==> config.mk <==
export PLATFORM = sky130hd
export DESIGN_NAME = periodic_frame_gap_monitor_top_flat
export DESIGN_NICKNAME = d
export VERILOG_FILES = /design/src/hdl/pfgm_pkg.sv /design/src/hdl/pfgm_channels.sv /design/src/hdl/periodic_frame_gap_monitor_top.sv /design/src/flat_wrapper.sv
export SDC_FILE = /design/constraint.sdc
export NUM_CORES = 2
export LEC_CHECK = 0
export ABC_AREA = 1
export BUFFER_PORTS_ARGS = -buffer_cell sky130_fd_sc_hd__buf_2
export CAP_MARGIN = 20
export CORE_ASPECT_RATIO = 0.75
export CORE_MARGIN = 2
export CORE_UTILIZATION = 46
export CTS_CLUSTER_SIZE = 25
export DETAILED_ROUTE_END_ITERATION = 8
export PLACE_DENSITY = 0.67
export REMOVE_ABC_BUFFERS = 1
export SETUP_SLACK_MARGIN = 0.3
export SLEW_MARGIN = 30
export SYNTH_ARGS = -nofsm -noshare
export SYNTH_HDL_FRONTEND = slang
export SYNTH_SLANG_ARGS = --single-unit
==> constraint.sdc <==
create_clock -name clk -period 12.7 [get_ports clk]
set_input_delay 2.54 -clock clk [delete_from_list [all_inputs] [get_ports clk]]
set_output_delay 2.54 -clock clk [all_outputs]
set_load 0.02 [all_outputs]
==> src/hdl/pfgm_pkg.sv <==
// Package for the periodic frame gap monitor.
// Field widths, register indexes, reset values and beat records.
// No dependencies; every other file takes names from here by scope.
package pfgm_pkg;

	// Port field widths
	localparam int TS_W  = 48;
	localparam int ID_W  = 11;
	localparam int LEN_W = 4;
	localparam int PAY_W = 64;
	localparam int CNT_W = 32;
	localparam int CFG_W = 48;
	localparam int IDX_W = 4;

	// Configuration register indexes
	localparam logic [IDX_W-1:0] REG_WATCHED_ID = 4'd0;
	localparam logic [IDX_W-1:0] REG_STATUS_ID  = 4'd1;
	localparam logic [IDX_W-1:0] REG_GAP_THR    = 4'd2;
	localparam logic [IDX_W-1:0] REG_RUN_GAP    = 4'd3;

	// Register reset values
	localparam logic [ID_W-1:0]  WATCHED_ID_RST = 11'h07A;
	localparam logic [ID_W-1:0]  STATUS_ID_RST  = 11'h601;
	localparam logic [CFG_W-1:0] GAP_THR_RST    = 48'd50000;
	localparam logic [CFG_W-1:0] RUN_GAP_RST    = 48'd650000;

	// Status frame decoding
	localparam logic [LEN_W-1:0] LEN_FULL      = 4'd8;
	localparam logic [7:0]       PHASE_CODE_LO = 8'd2;
	localparam logic [7:0]       PHASE_CODE_HI = 8'd3;

	// One received frame
	typedef struct packed {
		logic [TS_W-1:0]  timestamp_us;
		logic [ID_W-1:0]  frame_id;
		logic [LEN_W-1:0] length_code;
		logic [PAY_W-1:0] payload;
		logic             armed;
	} frame_t;

	// One result beat
	typedef struct packed {
		logic             silence_event;
		logic             recovery_event;
		logic [TS_W-1:0]  event_gap_us;
		logic [CNT_W-1:0] armed_frames;
		logic [CNT_W-1:0] silence_count;
		logic [CNT_W-1:0] recoveries_out;
		logic [TS_W-1:0]  longest_gap_out;
		logic [TS_W-1:0]  period_min_out;
		logic [TS_W-1:0]  period_max_out;
		logic [TS_W-1:0]  period_sum_out;
		logic [CNT_W-1:0] closed_runs;
		logic [TS_W-1:0]  run_time_total;
	} result_t;

endpackage

==> src/hdl/pfgm_channels.sv <==
// Valid/ready channel interfaces of the periodic frame gap monitor.
// Frame channel in, result channel out. Depends on pfgm_pkg.
interface pfgm_frame_if;
	logic                        valid;
	logic                        ready;
	logic [pfgm_pkg::TS_W-1:0]   timestamp_us;
	logic [pfgm_pkg::ID_W-1:0]   frame_id;
	logic [pfgm_pkg::LEN_W-1:0]  length_code;
	logic [pfgm_pkg::PAY_W-1:0]  payload;
	logic                        armed;

	modport source(output valid, timestamp_us, frame_id, length_code, payload, armed,
		input ready);
	modport sink(input valid, timestamp_us, frame_id, length_code, payload, armed,
		output ready);
endinterface

interface pfgm_result_if;
	logic                        valid;
	logic                        ready;
	logic                        silence_event;
	logic                        recovery_event;
	logic [pfgm_pkg::TS_W-1:0]   event_gap_us;
	logic [pfgm_pkg::CNT_W-1:0]  armed_frames;
	logic [pfgm_pkg::CNT_W-1:0]  silence_count;
	logic [pfgm_pkg::CNT_W-1:0]  recoveries_out;
	logic [pfgm_pkg::TS_W-1:0]   longest_gap_out;
	logic [pfgm_pkg::TS_W-1:0]   period_min_out;
	logic [pfgm_pkg::TS_W-1:0]   period_max_out;
	logic [pfgm_pkg::TS_W-1:0]   period_sum_out;
	logic [pfgm_pkg::CNT_W-1:0]  closed_runs;
	logic [pfgm_pkg::TS_W-1:0]   run_time_total;

	modport source(output valid, silence_event, recovery_event, event_gap_us,
		armed_frames, silence_count, recoveries_out, longest_gap_out, period_min_out,
		period_max_out, period_sum_out, closed_runs, run_time_total, input ready);
	modport sink(input valid, silence_event, recovery_event, event_gap_us,
		armed_frames, silence_count, recoveries_out, longest_gap_out, period_min_out,
		period_max_out, period_sum_out, closed_runs, run_time_total, output ready);
endinterface

==> src/hdl/periodic_frame_gap_monitor_top.sv <==
// Periodic frame gap monitor, top level.
// Depends on pfgm_pkg and the channel interfaces in pfgm_channels.sv.
//
// The monitor takes one timestamped frame per clock unless the result side stalls it, and
// returns one result beat per frame. A frame is captured in an input register; when it
// advances, the whole statistics update (gap check, run tracking, period and recovery
// accounting, phase flag) is done in one pass and written into the state registers
// together with the result register. The result register decouples the two sides: a new
// frame is taken while a result still waits, and the input stalls only when both registers
// are full. Counters and sums saturate; time differences wrap modulo 2^TIME_WIDTH.
// Configuration writes take effect on the next edge and are meant for an idle block;
// unknown indexes are ignored.
module periodic_frame_gap_monitor_top #(
	parameter int TIME_WIDTH  = 48,
	parameter int COUNT_WIDTH = 32
) (
	input  logic                           clk,
	input  logic                           arst_n,
	input  logic                           cfg_wen,
	input  logic [pfgm_pkg::IDX_W-1:0]     cfg_index,
	input  logic [pfgm_pkg::CFG_W-1:0]     cfg_data,
	pfgm_frame_if.sink                     frames,
	pfgm_result_if.source                  results
);

	localparam logic [COUNT_WIDTH-1:0] CNT_ONE = COUNT_WIDTH'(1);

	// Saturating adders
	function automatic logic [TIME_WIDTH-1:0] sat_t(input logic [TIME_WIDTH-1:0] a,
		input logic [TIME_WIDTH-1:0] b);
		logic [TIME_WIDTH:0] s;
		s = {1'b0, a} + {1'b0, b};
		return s[TIME_WIDTH] ? '1 : s[TIME_WIDTH-1:0];
	endfunction

	function automatic logic [COUNT_WIDTH-1:0] sat_c(input logic [COUNT_WIDTH-1:0] a,
		input logic [COUNT_WIDTH-1:0] b);
		logic [COUNT_WIDTH:0] s;
		s = {1'b0, a} + {1'b0, b};
		return s[COUNT_WIDTH] ? '1 : s[COUNT_WIDTH-1:0];
	endfunction

	// Internal widths to port widths
	function automatic logic [pfgm_pkg::TS_W-1:0] port_t(input logic [TIME_WIDTH-1:0] v);
		logic [63:0] w;
		w = 64'(v);
		return w[pfgm_pkg::TS_W-1:0];
	endfunction

	function automatic logic [pfgm_pkg::CNT_W-1:0] port_c(input logic [COUNT_WIDTH-1:0] v);
		logic [63:0] w;
		w = 64'(v);
		return w[pfgm_pkg::CNT_W-1:0];
	endfunction

	// Configuration registers
	logic [pfgm_pkg::ID_W-1:0]  watched_id_q, status_id_q;
	logic [pfgm_pkg::CFG_W-1:0] gap_thr_q, run_gap_q;

	always_ff @(posedge clk or negedge arst_n) begin
		if (!arst_n) begin
			watched_id_q <= pfgm_pkg::WATCHED_ID_RST;
			status_id_q  <= pfgm_pkg::STATUS_ID_RST;
			gap_thr_q    <= pfgm_pkg::GAP_THR_RST;
			run_gap_q    <= pfgm_pkg::RUN_GAP_RST;
		end else if (cfg_wen) begin
			unique case (cfg_index)
				pfgm_pkg::REG_WATCHED_ID: watched_id_q <= cfg_data[pfgm_pkg::ID_W-1:0];
				pfgm_pkg::REG_STATUS_ID:  status_id_q  <= cfg_data[pfgm_pkg::ID_W-1:0];
				pfgm_pkg::REG_GAP_THR:    gap_thr_q    <= cfg_data;
				pfgm_pkg::REG_RUN_GAP:    run_gap_q    <= cfg_data;
				default: ;
			endcase
		end
	end

	// Pipeline handshake
	pfgm_pkg::frame_t  frame_s1;
	logic              valid_s1;
	pfgm_pkg::result_t res_s2, res_d;
	logic              valid_s2;
	logic              advance;

	assign advance      = valid_s1 && (!valid_s2 || results.ready);
	assign frames.ready = !valid_s1 || advance;

	always_ff @(posedge clk or negedge arst_n) begin
		if (!arst_n) begin
			valid_s1 <= 1'b0;
			valid_s2 <= 1'b0;
		end else begin
			if (frames.ready) valid_s1 <= frames.valid;
			if (advance) valid_s2 <= 1'b1;
			else if (results.ready) valid_s2 <= 1'b0;
		end
	end

	// Input register
	always_ff @(posedge clk) begin
		if (frames.valid && frames.ready) begin
			frame_s1.timestamp_us <= frames.timestamp_us;
			frame_s1.frame_id     <= frames.frame_id;
			frame_s1.length_code  <= frames.length_code;
			frame_s1.payload      <= frames.payload;
			frame_s1.armed        <= frames.armed;
		end
	end

	// Monitor state
	logic                   seen_q, missing_q, phase_q, run_active_q;
	logic [TIME_WIDTH-1:0]  last_seen_q, period_sum_q, period_min_q, period_max_q;
	logic [TIME_WIDTH-1:0]  longest_gap_q, recovery_sum_q, first_sil_q;
	logic [TIME_WIDTH-1:0]  run_start_time_q, run_last_time_q, run_time_sum_q;
	logic [COUNT_WIDTH-1:0] period_samples_q, long_gap_cnt_q, recoveries_q, total_frames_q;
	logic [COUNT_WIDTH-1:0] armed_frames_q, silence_q;
	logic [COUNT_WIDTH-1:0] run_start_frames_q, run_last_frames_q, run_frame_sum_q;
	logic [COUNT_WIDTH-1:0] run_total_q;

	logic                   seen_d, missing_d, phase_d, run_active_d;
	logic [TIME_WIDTH-1:0]  last_seen_d, period_sum_d, period_min_d, period_max_d;
	logic [TIME_WIDTH-1:0]  longest_gap_d, recovery_sum_d, first_sil_d;
	logic [TIME_WIDTH-1:0]  run_start_time_d, run_last_time_d, run_time_sum_d;
	logic [COUNT_WIDTH-1:0] period_samples_d, long_gap_cnt_d, recoveries_d, total_frames_d;
	logic [COUNT_WIDTH-1:0] armed_frames_d, silence_d;
	logic [COUNT_WIDTH-1:0] run_start_frames_d, run_last_frames_d, run_frame_sum_d;
	logic [COUNT_WIDTH-1:0] run_total_d;

	// Per-frame differences
	logic [63:0]            ts_wide;
	logic [TIME_WIDTH-1:0]  ts, since, run_span, run_dur;
	logic [COUNT_WIDTH-1:0] run_fdur;
	logic                   over_thr, run_broken, watched, sil, rec, missing_eff;
	logic                   run_open, phase_hit;

	assign ts_wide    = 64'(frame_s1.timestamp_us);
	assign ts         = ts_wide[TIME_WIDTH-1:0];
	assign since      = ts - last_seen_q;
	assign run_span   = ts - run_last_time_q;
	assign run_dur    = run_last_time_q - run_start_time_q;
	assign run_fdur   = run_last_frames_q - run_start_frames_q;
	assign over_thr   = 64'(since) > 64'(gap_thr_q);
	assign run_broken = 64'(run_span) > 64'(run_gap_q);
	assign watched    = frame_s1.frame_id == watched_id_q;

	// Status byte 4, bytes 5..6 and byte 7
	assign phase_hit = (frame_s1.payload[39:32] == pfgm_pkg::PHASE_CODE_LO)
		|| (frame_s1.payload[39:32] == pfgm_pkg::PHASE_CODE_HI)
		|| (frame_s1.payload[55:40] != '0) || (frame_s1.payload[63:56] != '0);

	// One-pass state update
	always_comb begin
		seen_d             = seen_q;
		missing_d          = missing_q;
		phase_d            = phase_q;
		run_active_d       = run_active_q;
		last_seen_d        = last_seen_q;
		period_sum_d       = period_sum_q;
		period_min_d       = period_min_q;
		period_max_d       = period_max_q;
		longest_gap_d      = longest_gap_q;
		recovery_sum_d     = recovery_sum_q;
		first_sil_d        = first_sil_q;
		run_start_time_d   = run_start_time_q;
		run_last_time_d    = run_last_time_q;
		run_time_sum_d     = run_time_sum_q;
		period_samples_d   = period_samples_q;
		long_gap_cnt_d     = long_gap_cnt_q;
		recoveries_d       = recoveries_q;
		total_frames_d     = total_frames_q;
		armed_frames_d     = armed_frames_q;
		silence_d          = silence_q;
		run_start_frames_d = run_start_frames_q;
		run_last_frames_d  = run_last_frames_q;
		run_frame_sum_d    = run_frame_sum_q;
		run_total_d        = run_total_q;
		run_open           = run_active_q;
		rec                = 1'b0;

		// silence window check, every frame
		sil = frame_s1.armed && seen_q && !missing_q && over_thr;
		if (sil) begin
			silence_d = sat_c(silence_q, CNT_ONE);
			if (silence_q == '0) first_sil_d = ts;
			if (phase_q) begin
				if (run_active_q && run_broken) begin
					run_time_sum_d  = sat_t(run_time_sum_q, run_dur);
					run_frame_sum_d = sat_c(run_frame_sum_q, run_fdur);
					run_total_d     = sat_c(run_total_q, CNT_ONE);
					run_open        = 1'b0;
				end
				if (!run_open) begin
					run_start_time_d   = ts;
					run_start_frames_d = armed_frames_q;
				end
				run_active_d      = 1'b1;
				run_last_time_d   = ts;
				run_last_frames_d = armed_frames_q;
			end
		end

		// longest gap: from a new silence window or an over-threshold watched interval
		if (frame_s1.armed && seen_q && over_thr && (!missing_q || watched)
			&& since > longest_gap_q) begin
			longest_gap_d = since;
		end

		missing_eff = missing_q || sil;
		if (watched) begin
			if (seen_q) begin
				period_sum_d     = sat_t(period_sum_q, since);
				period_samples_d = sat_c(period_samples_q, CNT_ONE);
				if (since < period_min_q) period_min_d = since;
				if (since > period_max_q) period_max_d = since;
				if (frame_s1.armed && over_thr) long_gap_cnt_d = sat_c(long_gap_cnt_q, CNT_ONE);
			end
			if (missing_eff) begin
				recoveries_d   = sat_c(recoveries_q, CNT_ONE);
				recovery_sum_d = sat_t(recovery_sum_q, since);
				rec            = 1'b1;
			end
			missing_d      = 1'b0;
			last_seen_d    = ts;
			seen_d         = 1'b1;
			total_frames_d = sat_c(total_frames_q, CNT_ONE);
			if (frame_s1.armed) armed_frames_d = sat_c(armed_frames_q, CNT_ONE);
		end else begin
			missing_d = missing_eff;
			if (frame_s1.frame_id == status_id_q && frame_s1.length_code == pfgm_pkg::LEN_FULL
				&& phase_hit) begin
				phase_d = 1'b1;
			end
		end

		// result beat from the updated state
		res_d.silence_event   = sil;
		res_d.recovery_event  = rec;
		res_d.event_gap_us    = (sil || rec) ? port_t(since) : '0;
		res_d.armed_frames    = port_c(armed_frames_d);
		res_d.silence_count   = port_c(silence_d);
		res_d.recoveries_out  = port_c(recoveries_d);
		res_d.longest_gap_out = port_t(longest_gap_d);
		res_d.period_min_out  = port_t(period_min_d);
		res_d.period_max_out  = port_t(period_max_d);
		res_d.period_sum_out  = port_t(period_sum_d);
		res_d.closed_runs     = port_c(run_total_d);
		res_d.run_time_total  = port_t(run_time_sum_d);
	end

	// State registers
	always_ff @(posedge clk or negedge arst_n) begin
		if (!arst_n) begin
			seen_q             <= 1'b0;
			missing_q          <= 1'b0;
			phase_q            <= 1'b0;
			run_active_q       <= 1'b0;
			last_seen_q        <= '0;
			period_sum_q       <= '0;
			period_min_q       <= '1;
			period_max_q       <= '0;
			longest_gap_q      <= '0;
			recovery_sum_q     <= '0;
			first_sil_q        <= '0;
			run_start_time_q   <= '0;
			run_last_time_q    <= '0;
			run_time_sum_q     <= '0;
			period_samples_q   <= '0;
			long_gap_cnt_q     <= '0;
			recoveries_q       <= '0;
			total_frames_q     <= '0;
			armed_frames_q     <= '0;
			silence_q          <= '0;
			run_start_frames_q <= '0;
			run_last_frames_q  <= '0;
			run_frame_sum_q    <= '0;
			run_total_q        <= '0;
		end else if (advance) begin
			seen_q             <= seen_d;
			missing_q          <= missing_d;
			phase_q            <= phase_d;
			run_active_q       <= run_active_d;
			last_seen_q        <= last_seen_d;
			period_sum_q       <= period_sum_d;
			period_min_q       <= period_min_d;
			period_max_q       <= period_max_d;
			longest_gap_q      <= longest_gap_d;
			recovery_sum_q     <= recovery_sum_d;
			first_sil_q        <= first_sil_d;
			run_start_time_q   <= run_start_time_d;
			run_last_time_q    <= run_last_time_d;
			run_time_sum_q     <= run_time_sum_d;
			period_samples_q   <= period_samples_d;
			long_gap_cnt_q     <= long_gap_cnt_d;
			recoveries_q       <= recoveries_d;
			total_frames_q     <= total_frames_d;
			armed_frames_q     <= armed_frames_d;
			silence_q          <= silence_d;
			run_start_frames_q <= run_start_frames_d;
			run_last_frames_q  <= run_last_frames_d;
			run_frame_sum_q    <= run_frame_sum_d;
			run_total_q        <= run_total_d;
		end
	end

	// Result register
	always_ff @(posedge clk) begin
		if (advance) res_s2 <= res_d;
	end

	assign results.valid           = valid_s2;
	assign results.silence_event   = res_s2.silence_event;
	assign results.recovery_event  = res_s2.recovery_event;
	assign results.event_gap_us    = res_s2.event_gap_us;
	assign results.armed_frames    = res_s2.armed_frames;
	assign results.silence_count   = res_s2.silence_count;
	assign results.recoveries_out  = res_s2.recoveries_out;
	assign results.longest_gap_out = res_s2.longest_gap_out;
	assign results.period_min_out  = res_s2.period_min_out;
	assign results.period_max_out  = res_s2.period_max_out;
	assign results.period_sum_out  = res_s2.period_sum_out;
	assign results.closed_runs     = res_s2.closed_runs;
	assign results.run_time_total  = res_s2.run_time_total;

endmodule

==> src/flat_wrapper.sv <==
// flat-port wrapper written by rule: the top's interface ports become plain ports
module periodic_frame_gap_monitor_top_flat 
#(
	parameter int TIME_WIDTH  = 48,
	parameter int COUNT_WIDTH = 32
)
  (clk, arst_n, cfg_wen, cfg_index, cfg_data, frames_valid, frames_timestamp_us, frames_frame_id, frames_length_code, frames_payload, frames_armed, frames_ready, results_valid, results_silence_event, results_recovery_event, results_event_gap_us, results_armed_frames, results_silence_count, results_recoveries_out, results_longest_gap_out, results_period_min_out, results_period_max_out, results_period_sum_out, results_closed_runs, results_run_time_total, results_ready);
  pfgm_frame_if frames_i ();
  pfgm_result_if results_i ();
  input  logic clk;
  input  logic arst_n;
  input  logic cfg_wen;
  input  logic [pfgm_pkg::IDX_W-1:0] cfg_index;
  input  logic [pfgm_pkg::CFG_W-1:0] cfg_data;
  input wire logic [$bits(frames_i.valid)-1:0] frames_valid;
  input wire logic [$bits(frames_i.timestamp_us)-1:0] frames_timestamp_us;
  input wire logic [$bits(frames_i.frame_id)-1:0] frames_frame_id;
  input wire logic [$bits(frames_i.length_code)-1:0] frames_length_code;
  input wire logic [$bits(frames_i.payload)-1:0] frames_payload;
  input wire logic [$bits(frames_i.armed)-1:0] frames_armed;
  output wire logic [$bits(frames_i.ready)-1:0] frames_ready;
  output wire logic [$bits(results_i.valid)-1:0] results_valid;
  output wire logic [$bits(results_i.silence_event)-1:0] results_silence_event;
  output wire logic [$bits(results_i.recovery_event)-1:0] results_recovery_event;
  output wire logic [$bits(results_i.event_gap_us)-1:0] results_event_gap_us;
  output wire logic [$bits(results_i.armed_frames)-1:0] results_armed_frames;
  output wire logic [$bits(results_i.silence_count)-1:0] results_silence_count;
  output wire logic [$bits(results_i.recoveries_out)-1:0] results_recoveries_out;
  output wire logic [$bits(results_i.longest_gap_out)-1:0] results_longest_gap_out;
  output wire logic [$bits(results_i.period_min_out)-1:0] results_period_min_out;
  output wire logic [$bits(results_i.period_max_out)-1:0] results_period_max_out;
  output wire logic [$bits(results_i.period_sum_out)-1:0] results_period_sum_out;
  output wire logic [$bits(results_i.closed_runs)-1:0] results_closed_runs;
  output wire logic [$bits(results_i.run_time_total)-1:0] results_run_time_total;
  input wire logic [$bits(results_i.ready)-1:0] results_ready;
  assign frames_i.valid = frames_valid;
  assign frames_i.timestamp_us = frames_timestamp_us;
  assign frames_i.frame_id = frames_frame_id;
  assign frames_i.length_code = frames_length_code;
  assign frames_i.payload = frames_payload;
  assign frames_i.armed = frames_armed;
  assign frames_ready = frames_i.ready;
  assign results_valid = results_i.valid;
  assign results_silence_event = results_i.silence_event;
  assign results_recovery_event = results_i.recovery_event;
  assign results_event_gap_us = results_i.event_gap_us;
  assign results_armed_frames = results_i.armed_frames;
  assign results_silence_count = results_i.silence_count;
  assign results_recoveries_out = results_i.recoveries_out;
  assign results_longest_gap_out = results_i.longest_gap_out;
  assign results_period_min_out = results_i.period_min_out;
  assign results_period_max_out = results_i.period_max_out;
  assign results_period_sum_out = results_i.period_sum_out;
  assign results_closed_runs = results_i.closed_runs;
  assign results_run_time_total = results_i.run_time_total;
  assign results_i.ready = results_ready;
  periodic_frame_gap_monitor_top #(.TIME_WIDTH(TIME_WIDTH), .COUNT_WIDTH(COUNT_WIDTH)) u_core (.clk(clk), .arst_n(arst_n), .cfg_wen(cfg_wen), .cfg_index(cfg_index), .cfg_data(cfg_data), .frames(frames_i), .results(results_i));
endmodule
Yosys cells after proc, flatten, opt, wreduce, memory -nomap -nowiden
Cells that the tools add are included.
{ "op_classes": {"addsub": 9, "magnitude_cmp": 5, "eq_ne": 8, "muxes": 34, "n_bitwise": 2, "reduce_logical": 34} }
{ "ops": {"columns": ["op", "n"], "rows": [
  ["2-to-1 mux 48 bit", 14],
  ["2-to-1 mux 32 bit", 12],
  ["greater-than comparator 48 bit", 4],
  ["subtractor 48 bit", 3],
  ["adder 32 x 1 -> 33 bit (second input constant)", 4],
  ["adder 48 x 48 -> 49 bit", 2],
  ["< comparator 48 bit", 1],
  ["== test 11 bit", 2],
  ["== test 8 x 2 -> 1 bit (second input constant)", 2],
  ["nonzero test 16 bit", 1],
  ["logical AND 1 bit", 11],
  ["AND reduction 2 bit", 5],
  ["== test 4 x 2 -> 1 bit (second input constant)", 2],
  ["logical OR 1 bit", 8],
  ["2-to-1 mux 1 bit", 8],
  ["nonzero test 8 bit", 1],
  ["AND reduction 3 bit", 2],
  ["== test 4 x 1 -> 1 bit (second input constant)", 1],
  ["== test 4 bit (second input constant)", 1],
  ["logical NOT 4 bit", 1],
  ["AND reduction 4 bit", 1],
  ["logical NOT 1 bit", 3],
  ["NOT 1 bit", 2],
  ["nonzero test 2 bit", 1]
]} }
{ "word_totals": {"ff_bits": 1182, "input_bits": 185, "output_inout_bits": 420, "wordCells": 131} }

Logic depth before layout (Yosys ltp)
{ "logic_depth": {"word_depth": 8, "ltp_mapped": 36, "depth_no_buf": 35} }

Least setup slack after synthesis
OpenSTA, ideal clock, no wires.
{ "synth_path": {"path_type": "input -> register", "from": "in results_ready", "to": "reg u_core.res_s2, in the netlist u_core.results.armed_frames[0] (enable)", "setup_ns": 0.946, "arrival_time_ns": 14.875, "required_time_ns": 11.754, "path_slack_ns": -3.121, "path_stages": 7, "path_buffers": 3, "path_cell_list": "inv_1 nand2_1 nand2_1 inv_1 clkbuf_1 clkbuf_1 clkbuf_1"} }
{ "synth_via": {"elab_chain_cells": 2} }
{ "synth_lines": {"columns": ["element", "line_no", "source"], "rows": [
  ["from (decl)", "flat_wrapper.sv:35", "input wire logic [$bits(results_i.ready)-1:0] results_ready;"],
  ["logical OR 1 bit", "periodic_frame_gap_monitor_top.sv:84", "assign advance = valid_s1 && (!valid_s2 || results.ready);"],
  ["logical AND 1 bit", "periodic_frame_gap_monitor_top.sv:84", null],
  ["named net u_core.advance", "periodic_frame_gap_monitor_top.sv:82", "logic advance;"],
  ["to (signal assigned)", "periodic_frame_gap_monitor_top.sv:306", "if (advance) res_s2 <= res_d;"],
  ["to (decl)", "periodic_frame_gap_monitor_top.sv:80", "pfgm_pkg::result_t res_s2, res_d;"]
]} }
The timed path passes the listed nets, and every way through them passes these cells.
A chain may end at the register's enable or synchronous reset.

Final worst setup path
{ "layout_path": {"from": "reg u_core.frame_s1, in the netlist u_core.ts[1]", "to": "reg u_core.res_s2, in the netlist u_core.results.event_gap_us[41] (data pin)"} }
{ "layout_via": {"elab_chain_cells": 7} }
{ "layout_lines": {"columns": ["element", "line_no", "source"], "rows": [
  ["from (decl)", "periodic_frame_gap_monitor_top.sv:78", "pfgm_pkg::frame_t frame_s1;"],
  ["subtractor 48 bit (*)", "periodic_frame_gap_monitor_top.sv:137", "assign since = ts - last_seen_q;"],
  ["named net u_core.since[18]", "periodic_frame_gap_monitor_top.sv:130", "logic [TIME_WIDTH-1:0] ts, since, run_span, run_dur;"],
  ["greater-than comparator 48 bit (*)", "periodic_frame_gap_monitor_top.sv:141", "assign over_thr = 64'(since) > 64'(gap_thr_q);"],
  ["logical AND 1 bit (*)", "periodic_frame_gap_monitor_top.sv:180", "sil = frame_s1.armed && seen_q && !missing_q && over_thr;"],
  ["logical OR 1 bit", "periodic_frame_gap_monitor_top.sv:207", "missing_eff = missing_q || sil;"],
  ["2-to-1 mux 1 bit", "periodic_frame_gap_monitor_top.sv:216", "if (missing_eff) begin"],
  ["2-to-1 mux 1 bit", "periodic_frame_gap_monitor_top.sv:208", "if (watched) begin"],
  ["logical OR 1 bit (*)", "periodic_frame_gap_monitor_top.sv:237", "res_d.event_gap_us = (sil || rec) ? port_t(since) : '0;"]
]} }
Mark *: on every way through the listed nets, which the timed path passes. The rest lies on a longest branch.

==> metrics.csv <==
stage,metric,value,unit
power,Peak VDD IR,0.160,mV
die,CORE AREA,153000,um2
critical_path,CP max stage delay,0.70,ns
timing,final setup margin,4.82,ns
timing,Final Slew Violations,0,
grt,met3 Track Usage GR,0.0755,
die,starting density of the core,0.463,
die,die height,343,um
grt,GRT Max-Usage Layer,met1,
die,die area,157000,um2
power,Pwr Total,19.9,mW
grt,number of global-route vias before repair,59100,
placement,Setup WS pre-CTS,4.69,ns
synth,Synth area leaders,"edfxtp_1, dfrtp_1, nand2_1",
placement,dpl hpwl,195,mm
synth,Post-synth EDFFs,513,
grt,GR Util All Layers,0.314,
synth,count of cell types in the netlist,65,
finish,Post-Layout Cell Count,11600,
finish,most frequent cells in the layout,"nand2_1, inv_1, nor2_1, o21ai_0, buf_2",
detailed_routing,First DRT Iteration DRCs,7070,
synth,main flop type after synthesis,dfrtp_1,
placement,dpl cells,11300,
detailed_routing,Via density,5.49,
clocking,clock sinks,1149,
critical_path,kind of critical path,reg2reg,
timing,fmax,127,MHz
timing,Final setup violation count,0,
clocking,H-tree levels,3,
finish,post-layout util,0.525,
detailed_routing,"antenna viol nets, final",0,
clocking,clock-pin slew on the worst setup and hold paths,0.07,ns
finish,Layout area overhead,13.2,%
timing,clk_skew,0.0487,ns
synth,Yosys warnings,0,
timing,setup TNS,0,ns
grt,largest net degree at the start of global routing,183,
grt,M1 GR Usage,0.485,
timing,Least-Margin Pin Slew,1.19,ns
placement,PortBufs,571,
die,Core Rows,124,
clocking,Clock Tree Buf Depth,3,
clocking,Clock Latency Late Sink,0.80,ns
synth,synthesized flop and latch total,1149,
critical_path,Crit path top cell by count,nand2_1,
die,Boundary Pins,605,
worst_hold_path,min-delay worst type,reg2reg,
synth,sequential fraction of the synthesis area,0.444,
detailed_routing,remaining routing DRC violations,0,
synth,post-synth top area cell,edfxtp_1,
clocking,setup bufs post-CTS,0,
power,LEAKAGE,37.8,nW
timing,RSZ-0062 raised after global routing,no,
clocking,TritonCTS clock tree,done,
die,Die W,457,um
synth,Yosys top cell area share,0.218,
critical_path,crit path DAT,8.40,ns
detailed_routing,DRT Pass-1 Iters,7,
clocking,post-CTS sizing,0,
critical_path,Crit-path slowest cell,edfxtp_1,
clocking,"Hold-fix buffers, CTS",0,
synth,"Async S/R FF share, synth",0.554,
timing,max_slew headroom,0.206,
grt,GRT Residual Overflow,0,
finish,share of post-route cells with drive strength above 1,0.109,
power,pwr dens,249,nW/um2
clocking,Root Buffer Master,clkbuf_16,
grt,first-pass GRT wire length,372,mm
critical_path,critical path data required time,13.22,ns
timing,final hold viol count,0,
critical_path,critical path endpoint category,flip-flop,
run,max_cap viols,0,
finish,Final nets,10100,
detailed_routing,mean routed wirelength per cell,21.7,um
synth,Mapped Avg Cell Area,7.93,um2
grt,met2 Usage GRT,0.437,
detailed_routing,Routed WL,251,mm
critical_path,crit path max fanout,48,
synth,cells after synthesis,8913,
grt,initial antenna violation count,16,
timing,crit path time final,7.88,ns
synth,synthesized area,70700,um2
detailed_routing,Via Count,63400,
critical_path,Critical Path Source Type,flip-flop,
finish,"most common cell after layout, fill and taps aside",nand2_1,
timing,post-route clock period utilization,0.620,
placement,Placer Congestion,0.987,
clocking,TritonCTS Buffers,118,
outcome,outcome,"finished, final reports clean",
-- synthesized netlist by cell type (5+ instances only) --
cell	count
nand3_2	7
clkbuf_1	140
inv_2	13
o21a_1	77
xor2_1	184
xnor2_1	84
buf_2	55
nor4_1	49
buf_4	9
buf_1	25
a21oi_1	510
o31ai_1	5
buf_6	11
a21boi_0	17
nand3_1	486
nand4_1	109
or2_2	26
fa_1	5
a22oi_1	15
nor3_2	7
a211oi_1	7
nor2_1	696
edfxtp_1	513
dfrtp_1	565
a31oi_1	44
inv_1	1250
nand2_1	2341
nand3b_1	10
o221ai_1	5
nor3_1	105
o21ai_1	98
nor2_2	14
and2_1	61
a21o_1	29
o21bai_1	30
dfstp_2	71
ha_1	480
o211ai_1	17
a21boi_2	9
o21ai_0	695
-- flip-flops by register name (all words and copies together), names as in the netlist, 47 cells and up --
signal                          flops
u_core.frame_s1                    47
u_core.gap_thr_q                   48
u_core.last_seen_q                 48
u_core.longest_gap_q               48
u_core.period_max_q                48
u_core.period_min_q                48
u_core.period_sum_q                48
u_core.results.event_gap_us        48
u_core.results.longest_gap_out     48
u_core.results.period_max_out      48
u_core.results.period_min_out      48
u_core.results.period_sum_out      48
u_core.results.run_time_total      48
u_core.run_gap_q                   48
u_core.run_last_time_q             48
u_core.run_start_time_q            48
u_core.run_time_sum_q              48
u_core.ts                          48
-- cell families after synthesis --
family | Yosys count | share of synthesized area
fa+ha+maj | 485 | 0.0864
xor+xnor | 270 | 0.0337
flops | 1149 | 0.444
compound gates | 1574 | 0.121
buf+inv | 1504 | 0.0825
simple gates | 3931 | 0.232
-- routing by layer --
metal,vias up,routed length (um),share of wire
met5,-,49,0.00019
met4,8,6300,0.025
met3,303,24200,0.096
met2,2428,101000,0.40
met1,30300,120000,0.48
li1,30400,-,-
-- area by class of cell --
type | count | area [um2]
multi-input cells | 6260 | 33600
clock buffers | 151 | 3220
repair buffers | 651 | 3610
fillers | 14600 | 72500
inverters | 1263 | 4750
clock inverters | 74 | 892
well taps | 2016 | 2520
flip-flops and latches | 1149 | 31400
diodes | 3 | 7.51
-- stage by stage --
step / cell area [um2] / hold WS [ns]
6_report: 80000 / 0.467
4_1_cts: 79900 / 0.468
3_3_place_gp: 75700 / 0.455
5_1_grt: 80000 / 0.483
2_1_floorplan: 69600 / 0.448
3_5_place_dp: 75800 / 0.457
-- path summary, 6_finish.rpt --
| check | to | cells past startpoint | start | slack (ns) |
|---|---|---|---|---|
| worst max-delay path | u_core.results.event_gap_us[41]$_SDFFCE_PN0P_ | 28 | u_core.ts[1]$_DFFE_PP_ | 4.82 |
| min in group asynchronous | u_core.period_sum_q[38]$_DFFE_PN0P_ | 1 | arst_n | 1.72 |
| worst min register to register | u_core.period_min_q[37]$_DFFE_PN1P_ | 2 | u_core.period_min_q[37]$_DFFE_PN1P_ | 0.47 |
| worst min-delay path | u_core.period_min_q[37]$_DFFE_PN1P_ | 2 | u_core.period_min_q[37]$_DFFE_PN1P_ | 0.47 |
| max in group asynchronous | u_core.silence_q[15]$_DFFE_PN0P_ | 3 | arst_n | 8.99 |
| worst max register to register | u_core.results.event_gap_us[41]$_SDFFCE_PN0P_ | 28 | u_core.ts[1]$_DFFE_PP_ | 4.82 |
-- worst max-delay path: cells and delay by family (launching register included) --
kind | cells | cell delay [ns]
flip-flops | 1 | 0.70
buffers and inverters | 7 | 1.91
adder cells (fa/ha/maj) | 2 | 0.92
XOR/XNOR | 1 | 0.70
AND/OR/NAND/NOR | 18 | 3.26
-- power breakdown --
group | internal [mW] | total (mW) | leakage (nW) | switching, mW
Sequential | 5.03 | 5.57 | 12.9 | 0.546
Combinational | 3.21 | 10.6 | 22.9 | 7.42
Clock | 2.05 | 3.72 | 1.99 | 1.67
Total | 10.3 | 19.9 | 37.8 | 9.64
No activity file was read; power rests on OpenSTA's default activity.
